--- config.mk ---
export PLATFORM = sky130hd
export DESIGN_NAME = pcw_div
export DESIGN_NICKNAME = d
export VERILOG_FILES = /design/src/hdl/pcw_pkg.sv /design/src/hdl/pcw_div.sv
export SDC_FILE = /design/constraint.sdc
export NUM_CORES = 1
export LEC_CHECK = 0
export ABC_AREA = 1
export BUFFER_PORTS_ARGS = -buffer_cell sky130_fd_sc_hd__buf_2
export CAP_MARGIN = 10
export CORE_MARGIN = 2
export CORE_UTILIZATION = 40
export DETAILED_ROUTE_END_ITERATION = 12
export GPL_ROUTABILITY_DRIVEN = 0
export SLEW_MARGIN = 20
export SYNTH_ARGS = -nofsm -noshare
export SYNTH_HDL_FRONTEND = slang
export SYNTH_SLANG_ARGS = --single-unit
--- constraint.sdc ---
create_clock -name clk_i -period 3.3 [get_ports clk_i]
set_clock_uncertainty 0.1 [all_clocks]
set_input_delay 0.825 -clock clk_i [delete_from_list [all_inputs] [get_ports clk_i]]
set_output_delay 0.825 -clock clk_i [all_outputs]
set_load 0.01 [all_outputs]
--- src/hdl/pcw_pkg.sv ---
package pcw_pkg;

  // Fixed formats
  localparam int MAX_LENGTH = 4096;
  localparam int FRAC_BITS  = 16;
  localparam int IDX_W      = 12;
  localparam int LEN_W      = 13;
  localparam int COEF_W     = FRAC_BITS + 1;
  localparam int T_W        = FRAC_BITS + 2;   // t in Q2.F
  localparam int U_W        = FRAC_BITS + 1;   // folded t, at most 1.0
  localparam int A_W        = FRAC_BITS + 2;   // angle in Q2.F
  localparam int QW         = 30;              // series and root precision
  localparam int M_W        = 31;              // reciprocal multiplier width

  // Divider: two quotient bits per stage
  localparam int DIV_BITS   = 2;
  localparam int DIV_STAGES = T_W / DIV_BITS;

  // Square root: one root bit per stage
  localparam int SQRT_STAGES = QW + 1;

  // Gain 1.9979 in Q2.F, rounded to nearest
  localparam longint GAIN_INT = ((longint'(19979) << FRAC_BITS) + 64'd5000) / 64'd10000;
  localparam logic [A_W-1:0] GAIN_Q = A_W'(GAIN_INT);

  localparam logic [QW:0] QONE = (QW + 1)'(1) << QW;

  // Sine series divisors 110, 72, 42, 20, 6 as exact reciprocals for
  // dividends below 2^30: floor(y / c) == (y * M) >> S
  localparam int NUM_TERMS = 5;
  localparam logic [M_W-1:0] RECIP_M [NUM_TERMS] = '{
    31'd1249445032, 31'd1908874354, 31'd1636178018, 31'd1717986919, 31'd1431655766
  };
  localparam int RECIP_S [NUM_TERMS] = '{37, 37, 36, 35, 33};

  // Per-stage control travelling with each word
  typedef struct packed {
    logic valid;
    logic oor;
    logic inv;
  } pcw_tag_t;

endpackage

--- src/hdl/pcw_div.sv ---
module pcw_div (
  input  logic                          clk_i,
  input  logic                          rst_ni,
  input  logic                          ce_i,
  input  pcw_pkg::pcw_tag_t             tag_i,
  input  logic [pcw_pkg::IDX_W-1:0]     k_i,
  input  logic [pcw_pkg::LEN_W-1:0]     n_i,
  output pcw_pkg::pcw_tag_t             tag_o,
  output logic [pcw_pkg::T_W-1:0]       t_o
);

  pcw_pkg::pcw_tag_t                tag_q  [pcw_pkg::DIV_STAGES];
  logic [pcw_pkg::LEN_W-1:0]        rem_q  [pcw_pkg::DIV_STAGES];
  logic [pcw_pkg::T_W-1:0]          quot_q [pcw_pkg::DIV_STAGES];

  // Restoring division of (k << (F+2)) by n, quotient bits MSB first
  for (genvar j = 0; j < pcw_pkg::DIV_STAGES; j++) begin : g_stage
    pcw_pkg::pcw_tag_t          tag_in;
    logic [pcw_pkg::LEN_W-1:0]  rem_in;
    logic [pcw_pkg::T_W-1:0]    quot_in;
    logic [pcw_pkg::LEN_W-1:0]  rem_d;
    logic [pcw_pkg::T_W-1:0]    quot_d;

    if (j == 0) begin : g_first
      assign tag_in  = tag_i;
      assign rem_in  = pcw_pkg::LEN_W'(k_i);
      assign quot_in = '0;
    end else begin : g_next
      assign tag_in  = tag_q[j-1];
      assign rem_in  = rem_q[j-1];
      assign quot_in = quot_q[j-1];
    end

    always_comb begin : p_step
      logic [pcw_pkg::LEN_W-1:0] r2;
      rem_d  = rem_in;
      quot_d = quot_in;
      r2     = '0;
      for (int b = 0; b < pcw_pkg::DIV_BITS; b++) begin
        r2 = {rem_d[pcw_pkg::LEN_W-2:0], 1'b0};
        if (r2 >= n_i) begin
          rem_d  = r2 - n_i;
          quot_d = {quot_d[pcw_pkg::T_W-2:0], 1'b1};
        end else begin
          rem_d  = r2;
          quot_d = {quot_d[pcw_pkg::T_W-2:0], 1'b0};
        end
      end
    end

    always_ff @(posedge clk_i or negedge rst_ni) begin
      if (!rst_ni) begin
        tag_q[j] <= '0;
      end else if (ce_i) begin
        tag_q[j] <= tag_in;
      end
    end

    always_ff @(posedge clk_i) begin
      if (ce_i) begin
        rem_q[j]  <= rem_d;
        quot_q[j] <= quot_d;
      end
    end
  end

  assign tag_o = tag_q[pcw_pkg::DIV_STAGES-1];
  assign t_o   = quot_q[pcw_pkg::DIV_STAGES-1];

endmodule

# Word-level counts from Yosys, hierarchy flattened
# Memory sizes are Yosys's and may differ from the RTL's.
# Cells that the tools add are included.
# totals
regBits,27
ram_bits,279
in_bits,31
wordCells,103
n_memories,2
# mem_list
memory,depth,word_bits,rd,rd_clocked_by_memory_dff,write_ports,line_no,source
quot_q,9,18,9,0,9,pcw_div.sv:14,logic [pcw_pkg::T_W-1:0] quot_q [pcw_pkg::DIV_STAGES];
rem_q,9,13,8,0,9,pcw_div.sv:13,logic [pcw_pkg::LEN_W-1:0] rem_q [pcw_pkg::DIV_STAGES];
# op_classes
n_addsub,18
order_cmp,18
mux,38
# op_table
op,n
13-bit greater-or-equal comparator,18
13-bit 2-to-1 mux,9
13-bit subtractor,9
12-bit 2-to-1 mux,9
12-bit subtractor,9
1-bit 2-to-1 mux,20

# Depth between registers and ports, before layout
# An unclocked memory read counts as a cell.
# depth
ltp_word,5
mapped_depth,23

# Worst setup path before layout
# No wires, ideal clock.
# synth_timing
path_kind,input -> register
start,in n_i[0] (netlist bit)
end,mem rem_q[0][88] (netlist bit) (data pin)
setup_time_ns,0.253
arrival_ns,4.266
slack_ns,-1.319
stages,20
path_buffers,5
cell_sequence,inv_2 -> buf_6 -> buf_6 -> clkbuf_1 -> ha_1 -> inv_1 -> nor2_1 -> nand4_1 -> nand3_2 -> buf_4 -> nand2_1 -> and2_1 -> ha_1 -> a21oi_1 -> nand2_1 -> a21oi_1 -> nand3b_2 -> buf_4 -> nand3_1 -> nand2_1
# synth_rtl
element,line_no,source
from (decl),pcw_div.sv:7,"input logic [pcw_pkg::LEN_W-1:0] n_i,"
to (decl),pcw_div.sv:13,

==> summary.txt <==
Status
  – Status: finished, violations left
  – Failing checks: setup timing

Global route
  – GR Overflow Total: 0
  – GRT Total Usage: 26.8%
  – Largest net degree at the start of global routing: 100
  – First-pass GRT wire length: 122000 µm
  – Vias in the first global route: 24600
  – Initial antenna violation count: 0

Setup path
  – CP Class: in -> reg
  – Worst Setup Start Kind: input pin
  – Worst Path Max Fanout: 7
  – Worst endpoint data arrival time: 3.90 ns
  – Crit path capture type: flop
  – CP Launch Point: n_i[6]
  – Reg2reg start: rem_q[0][46]
  – Worst path required time: 3.55 ns

STA
  – Rel. slew slack: 55.5%
  – Final period util: 111%
  – Final Max Slew Viols: 0
  – RSZ-0062 raised after global routing: true
  – Final worst slack: -0.349 ns
  – Final setup fails: 105
  – Achievable frequency: 0.274 GHz
  – Sum of negative setup slack: -28.16 ns
  – Least-Margin Pin Slew: 0.667 ns
  – Minimum clock period: 3.65 ns
  – Endpoints failing hold: 0

Routing
  – DRC Markers: 0
  – Post-DR vias/cell: 5.27
  – Initial DRC count: 1902
  – DR pass1 iterations: 6
  – DRT Wirelength: 82800 µm
  – Via Count: 25400
  – WL/cell: 17.2 µm
  – Post-DRT Antenna Nets: 0

Power and ir drop
  – Leakage: 17.6 nW
  – Pwr per Cell Area: 1240 nW/µm²
  – Post-layout power: 44.3 mW
  – Maximum VDD drop: 0.521 mV

Synthesis
  – Synth Warn #: 0
  – Syn nets: 3372
  – Post-Syn Area per Cell: 6.96 µm²
  – FF+latch count, synth: 213
  – Synthesized area: 21600 µm²
  – Cell variety after synth: 40
  – Post-synthesis sequential area ratio: 28.9%
  – Post-Syn Instances: 3107

Cells and area
  – # nets final: 4363
  – Share of layout cells above drive strength 1: 42.7%
  – ANT cells: 0
  – Fillers: 4178
  – Final Instance Area: 35700 µm²
  – Multi-input gate area: 17600 µm²
  – Layout area overhead: 64.8%
  – Sequential cell area: 6260 µm²
  – Post-route insts no fill: 4817

Die
  – Number of I/O pins: 52
  – Initial Util: 40.4%
  – Die area: 56000 µm²
  – Die W: 237 µm
  – Core area: 53600 µm²
  – Std cell rows: 85
  – Die height: 237 µm

Clocking
  – Later-pin clock latency in the skew report: 0.60 ns
  – CTS H-Tree Depth: 1
  – Clock transition at path regs: 0.06 ns
  – Worst-case clock buffer depth: 3
  – TritonCTS Sinks: 213
  – TritonCTS Buffers: 29
  – Hold buffer count at cts: 0
  – CTS tree: done
  – Root Buffer Master: clkbuf_16

Placement
  – Area post-placement: 30000 µm²
  – Placed insts: 4616
  – Detailed Place HPWL: 55500 µm
  – PortBufs: 51
  – Pre-CTS setup slack: -1.06 ns

Flow run
  – Maxcap violations: 0

Hold path
  – Hold Path Class: in -> async
[what timing repair did]
action,4_1_cts,5_1_grt
pin swaps,66,203
endpoints found under the setup margin,105,105
buffers inserted,76,48
endpoints found under the hold margin,0,0
gates resized for setup,224,441
gates cloned,12,14
[per-stage QoR]
step / utilization (%) / hold slack, ns
after floorplan: - / 0.300
after global placement: 55.9 / 0.300
after detailed placement: 55.9 / 0.305
after CTS: 61.7 / 0.120
after global routing: 66.5 / 0.168
final: 66.5 / 0.128
[where the power goes]
group | leakage, nW | internal [mW] | total (mW) | switching (mW)
combinational | 14.9 | 17.6 | 35.6 | 18.0
sequential | 2.15 | 4.53 | 5.18 | 0.644
clock | 0.492 | 2.10 | 3.48 | 1.38
total | 17.6 | 24.2 | 44.3 | 20.0
[final cells by class]
class | instances | share of cell area (%)
multi-input combinational | 2417 | 49.3
timing repair buffer | 1000 | 23.1
sequential | 213 | 17.6
inverter | 437 | 4.64
tap | 696 | 2.44
clock buffer | 33 | 2.08
clock inverter | 21 | 0.828
[registers in the layout, indices dropped and copies added (netlist names)]
register / count
rem_q: 96
quot_q: 90
g_stage.tag_in: 24
tag_o: 3
[cell usage after synthesis]
cell type  instances  share of area (%)
nand3b_1          29                1.0
mux2_2             3               0.16
a21oi_2            1              0.040
nand3_2           29                1.3
buf_2             19               0.44
buf_1              1              0.017
a31oi_1            8               0.23
a21boi_0           9               0.31
dfrtp_1           27                3.1
or2_2             14               0.40
nor3_1             2              0.046
buf_4             12               0.42
o21ai_0           25               0.58
o31ai_1            1              0.035
inv_1            435                7.5
nand2_4            1              0.052
nor2_2             8               0.23
a21oi_1          140                3.2
a21o_1             2              0.069
nand4_1          146                4.2
nor2_4             8               0.42
and3_1             8               0.23
buf_6              8               0.42
o221ai_1           1              0.040
o21bai_1          16               0.56
ha_1             225                 13
nand3_1          277                6.4
inv_2              2              0.035
and2_1            80                2.3
xnor2_1           38                1.5
clkbuf_1          15               0.26
nand3b_2           8               0.42
o21a_1             1              0.035
nor2_1           220                3.8
nand2_1         1018                 18
xor2_1            51                2.1
o21ai_1           10               0.23
edfxtp_1         186                 26
fa_1               9               0.83
nand2_2           14               0.40
[path summary, 6_finish.rpt]
path                                              to  slack [ns]  cells past startpoint
worst max-delay path                    rem_q[0][98]       -0.35                     25
worst min-delay path                        tag_o[2]        0.13                      1
worst max register to register          rem_q[0][54]       -0.17                     17
worst min register to register         quot_q[0][92]        0.31                      0
max in group asynchronous       g_stage[5].tag_in[1]        2.58                      1
min in group clk_i                     quot_q[0][92]        0.31                      0
[per-layer routing]
layer / share of wire (%) / GRT usage [%] / vias up / wire [µm]
met1: 42 / 34.4 / 12000 / 34800
met5: 0 / 0 / - / 0
met4: 4.4 / 11.3 / 0 / 3610
met3: 5.7 / 3.00 / 247 / 4690
met2: 48 / 45.7 / 871 / 39600
li1: - / - / 12300 / -
[critical path, cell delays in order]
cell and delay (ns):
buf_2 0.12, clkinvlp_4 0.13, buf_12 0.15, clkbuf_16 0.15, ha_4 0.24, nand2_1 0.08
nand2_2 0.07, nand2_2 0.07, nand2_2 0.06, a21oi_2 0.12, buf_4 0.15, nand3_4 0.12
buf_8 0.18, nand2_2 0.09, and2_4 0.15, ha_4 0.21, nand2_1 0.08, nand2_2 0.07
nand3_2 0.07, nand2_2 0.07, a21oi_4 0.25, nand3b_4 0.19, buf_6 0.16, nand3_2 0.05
nand2_1 0.05
[cell usage in the layout, fill, tap and decap left out, drive strengths merged]
cell,instances
a21boi,9
and2,80
clkinvlp,6
o21a,1
dfrtp,27
bufbuf,1
clkbuf,36
ha,225
a31oi,8
fa,9
a21oi,141
xnor2,38
nor2,244
clkinv,8
and3,8
nand2,1033
o221ai,1
nand3,306
mux2,3
bufinv,6
xor2,51
or2,14
o31ai,1
inv,438
o21ai,35
nor3,2
nand3b,44
o21bai,16
nand4,146
buf,996
edfxtp,186
a21o,2
[logic make-up after synthesis]
kind of cell / after synthesis / share of synthesized area [%]
compound gates: 214 / 5.37
mux: 3 / 0.156
xor+xnor: 89 / 3.60
fa+ha+maj: 234 / 13.8
simple gates: 1862 / 39.0
flops: 213 / 28.9
buf+inv: 492 / 9.13
No activity file was read; power rests on OpenSTA's default activity.
