`config.mk`:
```
export PLATFORM = sky130hd
export DESIGN_NAME = pcw_sqrt
export DESIGN_NICKNAME = d
export VERILOG_FILES = /design/src/hdl/pcw_pkg.sv /design/src/hdl/pcw_sqrt.sv
export SDC_FILE = /design/constraint.sdc
export NUM_CORES = 2
export LEC_CHECK = 0
export BUFFER_PORTS_ARGS = -buffer_cell sky130_fd_sc_hd__buf_4
export CAP_MARGIN = 20
export CORE_ASPECT_RATIO = 1.75
export CORE_MARGIN = 3
export CORE_UTILIZATION = 31
export CTS_CLUSTER_DIAMETER = 50
export DETAILED_ROUTE_END_ITERATION = 8
export GPL_ROUTABILITY_DRIVEN = 0
export PLACE_DENSITY_LB_ADDON = 0.12
export SLEW_MARGIN = 10
export SYNTH_ARGS = -nofsm -noshare
export SYNTH_HDL_FRONTEND = slang
export SYNTH_SLANG_ARGS = --single-unit
export TNS_END_PERCENT = 1
```
`constraint.sdc`:
```
create_clock -name clk_i -period 6.2 [get_ports clk_i]
set_input_delay 0.31 -clock clk_i [delete_from_list [all_inputs] [get_ports clk_i]]
set_output_delay 0.31 -clock clk_i [all_outputs]
set_load 0.05 [all_outputs]
```
`src/hdl/pcw_pkg.sv`:
```
package pcw_pkg;

  // Fixed formats
  localparam int MAX_LENGTH = 4096;
  localparam int FRAC_BITS  = 16;
  localparam int IDX_W      = 12;
  localparam int LEN_W      = 13;
  localparam int COEF_W     = FRAC_BITS + 1;
  localparam int T_W        = FRAC_BITS + 2;   // t in Q2.F
  localparam int U_W        = FRAC_BITS + 1;   // folded t, at most 1.0
  localparam int A_W        = FRAC_BITS + 2;   // angle in Q2.F
  localparam int QW         = 30;              // series and root precision
  localparam int M_W        = 31;              // reciprocal multiplier width

  // Divider: two quotient bits per stage
  localparam int DIV_BITS   = 2;
  localparam int DIV_STAGES = T_W / DIV_BITS;

  // Square root: one root bit per stage
  localparam int SQRT_STAGES = QW + 1;

  // Gain 1.9979 in Q2.F, rounded to nearest
  localparam longint GAIN_INT = ((longint'(19979) << FRAC_BITS) + 64'd5000) / 64'd10000;
  localparam logic [A_W-1:0] GAIN_Q = A_W'(GAIN_INT);

  localparam logic [QW:0] QONE = (QW + 1)'(1) << QW;

  // Sine series divisors 110, 72, 42, 20, 6 as exact reciprocals for
  // dividends below 2^30: floor(y / c) == (y * M) >> S
  localparam int NUM_TERMS = 5;
  localparam logic [M_W-1:0] RECIP_M [NUM_TERMS] = '{
    31'd1249445032, 31'd1908874354, 31'd1636178018, 31'd1717986919, 31'd1431655766
  };
  localparam int RECIP_S [NUM_TERMS] = '{37, 37, 36, 35, 33};

  // Per-stage control travelling with each word
  typedef struct packed {
    logic valid;
    logic oor;
    logic inv;
  } pcw_tag_t;

endpackage

```
`src/hdl/pcw_sqrt.sv`:
```
module pcw_sqrt (
  input  logic                   clk_i,
  input  logic                   rst_ni,
  input  logic                   ce_i,
  input  pcw_pkg::pcw_tag_t      tag_i,
  input  logic [pcw_pkg::QW:0]   v_i,
  output pcw_pkg::pcw_tag_t      tag_o,
  output logic [pcw_pkg::QW:0]   r_o
);

  localparam int NS    = pcw_pkg::SQRT_STAGES;
  localparam int QW    = pcw_pkg::QW;
  localparam int REM_W = QW + 2;
  localparam int N_W   = 2 * NS;

  pcw_pkg::pcw_tag_t  tag_q  [NS];
  logic [QW:0]        v_q    [NS];
  logic [REM_W-1:0]   rem_q  [NS];
  logic [QW:0]        root_q [NS];

  // Digit-by-digit square root of v << 30, one root bit per stage
  for (genvar j = 0; j < NS; j++) begin : g_stage
    pcw_pkg::pcw_tag_t  tag_in;
    logic [QW:0]        v_in;
    logic [REM_W-1:0]   rem_in;
    logic [QW:0]        root_in;
    logic [N_W-1:0]     radicand;
    logic [REM_W+1:0]   rem_sh;
    logic [REM_W+1:0]   trial;
    logic [REM_W-1:0]   rem_d;
    logic [QW:0]        root_d;

    if (j == 0) begin : g_first
      assign tag_in  = tag_i;
      assign v_in    = v_i;
      assign rem_in  = '0;
      assign root_in = '0;
    end else begin : g_next
      assign tag_in  = tag_q[j-1];
      assign v_in    = v_q[j-1];
      assign rem_in  = rem_q[j-1];
      assign root_in = root_q[j-1];
    end

    assign radicand = {1'b0, v_in, QW'(0)};
    assign rem_sh   = {rem_in, radicand[N_W-1-2*j -: 2]};
    assign trial    = {1'b0, root_in, 2'b01};

    always_comb begin
      if (rem_sh >= trial) begin
        rem_d  = REM_W'(rem_sh - trial);
        root_d = {root_in[QW-1:0], 1'b1};
      end else begin
        rem_d  = REM_W'(rem_sh);
        root_d = {root_in[QW-1:0], 1'b0};
      end
    end

    always_ff @(posedge clk_i or negedge rst_ni) begin
      if (!rst_ni) begin
        tag_q[j] <= '0;
      end else if (ce_i) begin
        tag_q[j] <= tag_in;
      end
    end

    always_ff @(posedge clk_i) begin
      if (ce_i) begin
        v_q[j]    <= v_in;
        rem_q[j]  <= rem_d;
        root_q[j] <= root_d;
      end
    end
  end

  assign tag_o = tag_q[NS-1];
  assign r_o   = root_q[NS-1];

endmodule

```
After elaboration in Yosys (flattened, before gate mapping)
Memory sizes are Yosys's and may differ from the RTL's.
Index checks and enable logic that the tools add are counted.

cells by class
  add/subtract/negate cells = 31
  magnitude comparators = 31
  mux-type cells = 64

operator list
  kind                 count
  $ge 34x33->1         30
  $mux 32              31
  $sub 32x32->32       30
  $mux 1               33
  $sub 1x1->2 const B  1
  $ge 1x1->1 const B   1

word-level totals
  bits in registers = 93
  bits in writable memories = 2914
  output and inout bits = 34
  logic and storage cells = 222
  memories = 3

memories
  name    depth  bits a word  read ports  clocked after memory_dff  wr ports  RTL line        RTL
  rem_q   31     32           30          0                         31        pcw_sqrt.sv:18  logic [REM_W-1:0] rem_q [NS];
  root_q  31     31           31          0                         31        pcw_sqrt.sv:19  logic [QW:0] root_q [NS];
  v_q     31     31           30          0                         31        pcw_sqrt.sv:17  logic [QW:0] v_q [NS];

Depth between registers and ports, before layout
An unclocked memory read counts as a cell.

  depth after elaboration = 3
  depth in mapped cells = 16
  depth with buffers taken out = 15

Least setup slack after synthesis
Ideal clock, no wire load.

  path kind = reg2reg
  start point = mem rem_q[1][385] (netlist name)
  end point = mem rem_q[1][418] (netlist name), data pin
  arrival time = 3.421 ns
  data required time = 5.940 ns
  path slack = 2.519 ns
  cell stages (with the launch flop) = 15
  path buffers = 1
  period minus slack after synthesis = 3.681 ns
  path through = edfxtp_1 -> inv_1 -> ha_1 -> inv_1 -> fa_1 -> nor2b_1 -> o21a_1 -> o21ai_0 -> a211oi_1 -> a31oi_1 -> o31ai_1 -> a221oi_1 -> o31ai_1 -> buf_2 -> mux2_2

RTL lines
  item         RTL line
  from (decl)  pcw_sqrt.sv:18

==> results.ini <==
[outcome]
outcome=complete, no violations

[global_route]
grt.total_usage=0.140
grt_util_met3=0.0184
grt_first_pass_wirelength_mm=319
busiest_layer_in_global_routing=met2
first_global_vias=59700
groute.layer.met1.usage=0.109
antenna_found_initial=2
globalRoute.totalOverflow=0
grt_max_degree=161
grt.met2_usage=0.312

[floorplanning]
std_cell_rows=258
die_h_um=711
placeableCoreArea_um2=282000
initial_utilization=0.312
chipWidth_um=409
die_area_um2=290000
floorplan.io_pins=71

[route]
detailedRoute.firstIterationViolations=2108
drc_violation_count_after_routing=0
drt_pre_antenna_iters=5
remaining_antenna_violation_count_after_routing=0
dr_total_vias=55300
wire_per_inst_um=18.0
wirelength_routed_mm=206
routed_via_density=4.82

[cts]
cts_sinks=1721
clock_tree.htree_level_count=4
clkSlewWorstSetupHoldPaths_ns=0.06
cts_max_path_buffers=4
cts_hold_buf=38
tritoncts_clock_tree=yes
cts_repair_resized_insts=0
root_buffer=sky130_fd_sc_hd__clkbuf_16
postCtsSetupBuffers=0
clk-insertion-delay-late_ns=0.88
numCtsBuffers=192

[sta]
timing.final.setup_violations=0
max_freq_mhz=201
timing.final.crit_share=0.804
worst_slack_ns=1.22
finalWorstPathRequiredPeriod_ns=4.98
holdWs_ns=0.141
finalSetupTns_ns=0
final_max_slew_viol_count=0
fin_skew_ns=0.0715
tightestPinTransition_ns=1.16
slew-limit-headroom=0.206
hold_viol_final=0
rsz_0062_raised_after_global_routing=false

[synthesis]
count_of_warnings_emitted_by_yosys=0
syn_inst=7341
synth-edff-count=1628
syn_nets=7888
largest_cells_by_area_after_synthesis=sky130_fd_sc_hd__edfxtp_1, sky130_fd_sc_hd__ha_1, sky130_fd_sc_hd__xor2_1
async_sr_flop_fraction=0.0540
synth-main-ff-cell=sky130_fd_sc_hd__edfxtp_1
synthDominantAreaCellType=sky130_fd_sc_hd__edfxtp_1
ys_ff_latch=1721
synthDominantCellAreaShare=0.556
synth-seq-area-share=0.582
post_synth_instance_area_um2=87900
post_synth_num_cell_types=95
synthesis.area_per_instance_um2=12.0

[worst_setup_path]
critPathMaxStageDelay_ns=0.96
critical_path.n_buffers_inverters=0
timing.critical_path.fanout_max=6
crit_chain=ha_1 -> a2111oi_0 -> o21ai_0 -> a31oi_1 -> o21ai_0 -> o41ai_1 -> o21ai_0 -> a21o_1 -> a21oi_1 -> mux2_2
start_kind=flip-flop
crit_required_ns=6.76
data_arrival_time_of_the_critical_path_ns=5.55
crit_top_cell=sky130_fd_sc_hd__o21ai_0
critPathCaptureType=flip-flop
cp_max_stage_cell=sky130_fd_sc_hd__o41ai_1
crit_family=compound AO/OA/AOI/OAI gates
timing.setup.critical_path_class=flip-flop to flip-flop

[pwr]
sequentialPowerShare=0.451
fraction_of_power_consumed_by_the_clock_network=0.314
power_density_nw_per_um2=362
power.ir.vdd_worst_mv=0.293
combinationalPowerShare=0.234
switchingPower_uw=10800
cellLeakagePower_uw=0.0384
cell_internal_power_dissipation_uw=25300
switching_power_as_a_share_of_total_power=0.299

[cells_and_area]
syn2layout_area_growth_pct=13.7
finalNetCount=8116
n_fill_cell=27700
post-route-util=0.354
final_layout_size_suffix_gt1_frac=0.0896
finish.instance_area_um2=100000

[placed_design]
dpl.hpwl_mm=156
io_buffers=70
post_dp_cell_area_um2=93400
pre_cts_slack_ns=1.29

[worst_hold_path]
hp-class=primary input to flip-flop

[run]
drv_cap=0

## metal layers
| layer | wire (µm) | vias to the layer above |
|---|---|---|
| li1 | - | 27200 |
| met1 | 61000 | 26800 |
| met2 | 127000 | 793 |
| met3 | 5680 | 548 |
| met4 | 12700 | 0 |
| met5 | 0 | - |
## area by class of cell
class                   count  area (µm²)  area share
diodes                      1        2.50   0.0000250
clock buffers             228        5040      0.0504
clock inverters           116        1130      0.0114
inverters                 623        2340      0.0234
multi-input cells        4860       33900       0.339
flip-flops and latches   1721       51200       0.512
well taps                3770        4720      0.0472
repair buffers            171        1600      0.0160
## through the flow
stage / power [µW] / cells
detailed placement: 25100 / 11100
floorplan: 22300 / 7341
CTS: 36800 / 11500
global route: 38200 / 11500
global placement: 24900 / 11100
finish: 36200 / 11500
## path summary, 6_finish.rpt
check | from | endpoint | slack [ns] | cells after the start
worst max-delay path | rem_q[1][324]$_DFFE_PP_ | rem_q[1][381]$_DFFE_PP_ | 1.22 | 10
worst min-delay path | v_i[25] | v_q[0][25]$_DFFE_PP_ | 0.14 | 2
worst max register to register | rem_q[1][324]$_DFFE_PP_ | rem_q[1][381]$_DFFE_PP_ | 1.22 | 10
worst min register to register | root_q[1][112]$_DFFE_PP_ | root_q[1][144]$_DFFE_PP_ | 0.39 | 0
max in group asynchronous | rst_ni | g_stage[1].tag_in[2]$_DFFE_PN0P_ | 5.04 | 4
min in group asynchronous | rst_ni | g_stage[5].tag_in[0]$_DFFE_PN0P_ | 0.40 | 3
## registers in the layout (all words and copies together) (netlist names)
| register | flops |
|---|---|
| g_stage.tag_in | 90 |
| rem_q | 907 |
| root_q | 465 |
| tag_o | 3 |
| v_q | 256 |
## power by group through the flow
| stage | sequential (µW) | clock [µW] | combinational, µW |
|---|---|---|---|
| after floorplan | 16100 | 0 | 6180 |
| after global placement | 16600 | 0 | 8370 |
| after detailed placement | 16600 | 0 | 8500 |
| after CTS | 16400 | 11800 | 8570 |
| after global routing | 16500 | 12300 | 9450 |
| final | 16300 | 11400 | 8480 |
## cells by family after synthesis
family | share of synthesized area
fa+ha+maj | 0.0738
compound gates | 0.105
flops | 0.582
xor+xnor | 0.0710
other cells | 0.0000426
simple gates | 0.110
buf+inv | 0.0327
mux | 0.0257
## synthesized netlist by cell type, drive strengths merged (34+ instances only)
cell type,number
nor4,105
nand2,476
xnor2,349
xor2,364
nand3,107
nand2b,99
mux2,193
nor2b,74
o31ai,55
o21bai,45
or4,51
o21ai,364
dfrtp,93
a21o,196
nor3,182
nor2,542
a21oi,487
or3,79
ha,496
and3,34
clkbuf,114
edfxtp,1628
inv,623
a211oi,36
a31oi,34
nand4,56
o21a,89
## layout by cell type (no fill, tap or decap), types with 31 or more instances in the layout
master / instances
sky130_fd_sc_hd__edfxtp_1: 1628
sky130_fd_sc_hd__inv_1: 617
sky130_fd_sc_hd__nor2_1: 539
sky130_fd_sc_hd__ha_1: 496
sky130_fd_sc_hd__a21oi_1: 485
sky130_fd_sc_hd__nand2_1: 476
sky130_fd_sc_hd__xor2_1: 364
sky130_fd_sc_hd__o21ai_0: 361
sky130_fd_sc_hd__xnor2_1: 349
sky130_fd_sc_hd__a21o_1: 196
sky130_fd_sc_hd__clkbuf_16: 195
sky130_fd_sc_hd__mux2_2: 193
sky130_fd_sc_hd__nor3_1: 178
sky130_fd_sc_hd__buf_4: 117
sky130_fd_sc_hd__nand3_1: 106
sky130_fd_sc_hd__nor4_1: 102
sky130_fd_sc_hd__nand2b_1: 99
sky130_fd_sc_hd__dfrtp_1: 93
sky130_fd_sc_hd__o21a_1: 89
sky130_fd_sc_hd__or3_1: 79
sky130_fd_sc_hd__nor2b_1: 73
sky130_fd_sc_hd__nand4_1: 55
sky130_fd_sc_hd__o31ai_1: 52
sky130_fd_sc_hd__or4_1: 47
sky130_fd_sc_hd__o21bai_1: 45
sky130_fd_sc_hd__dlygate4sd3_1: 37
sky130_fd_sc_hd__a211oi_1: 36
sky130_fd_sc_hd__and3_1: 34
sky130_fd_sc_hd__a31oi_1: 34
sky130_fd_sc_hd__clkinv_1: 33
sky130_fd_sc_hd__clkinv_2: 31
No activity file was read; power rests on OpenSTA's default activity.
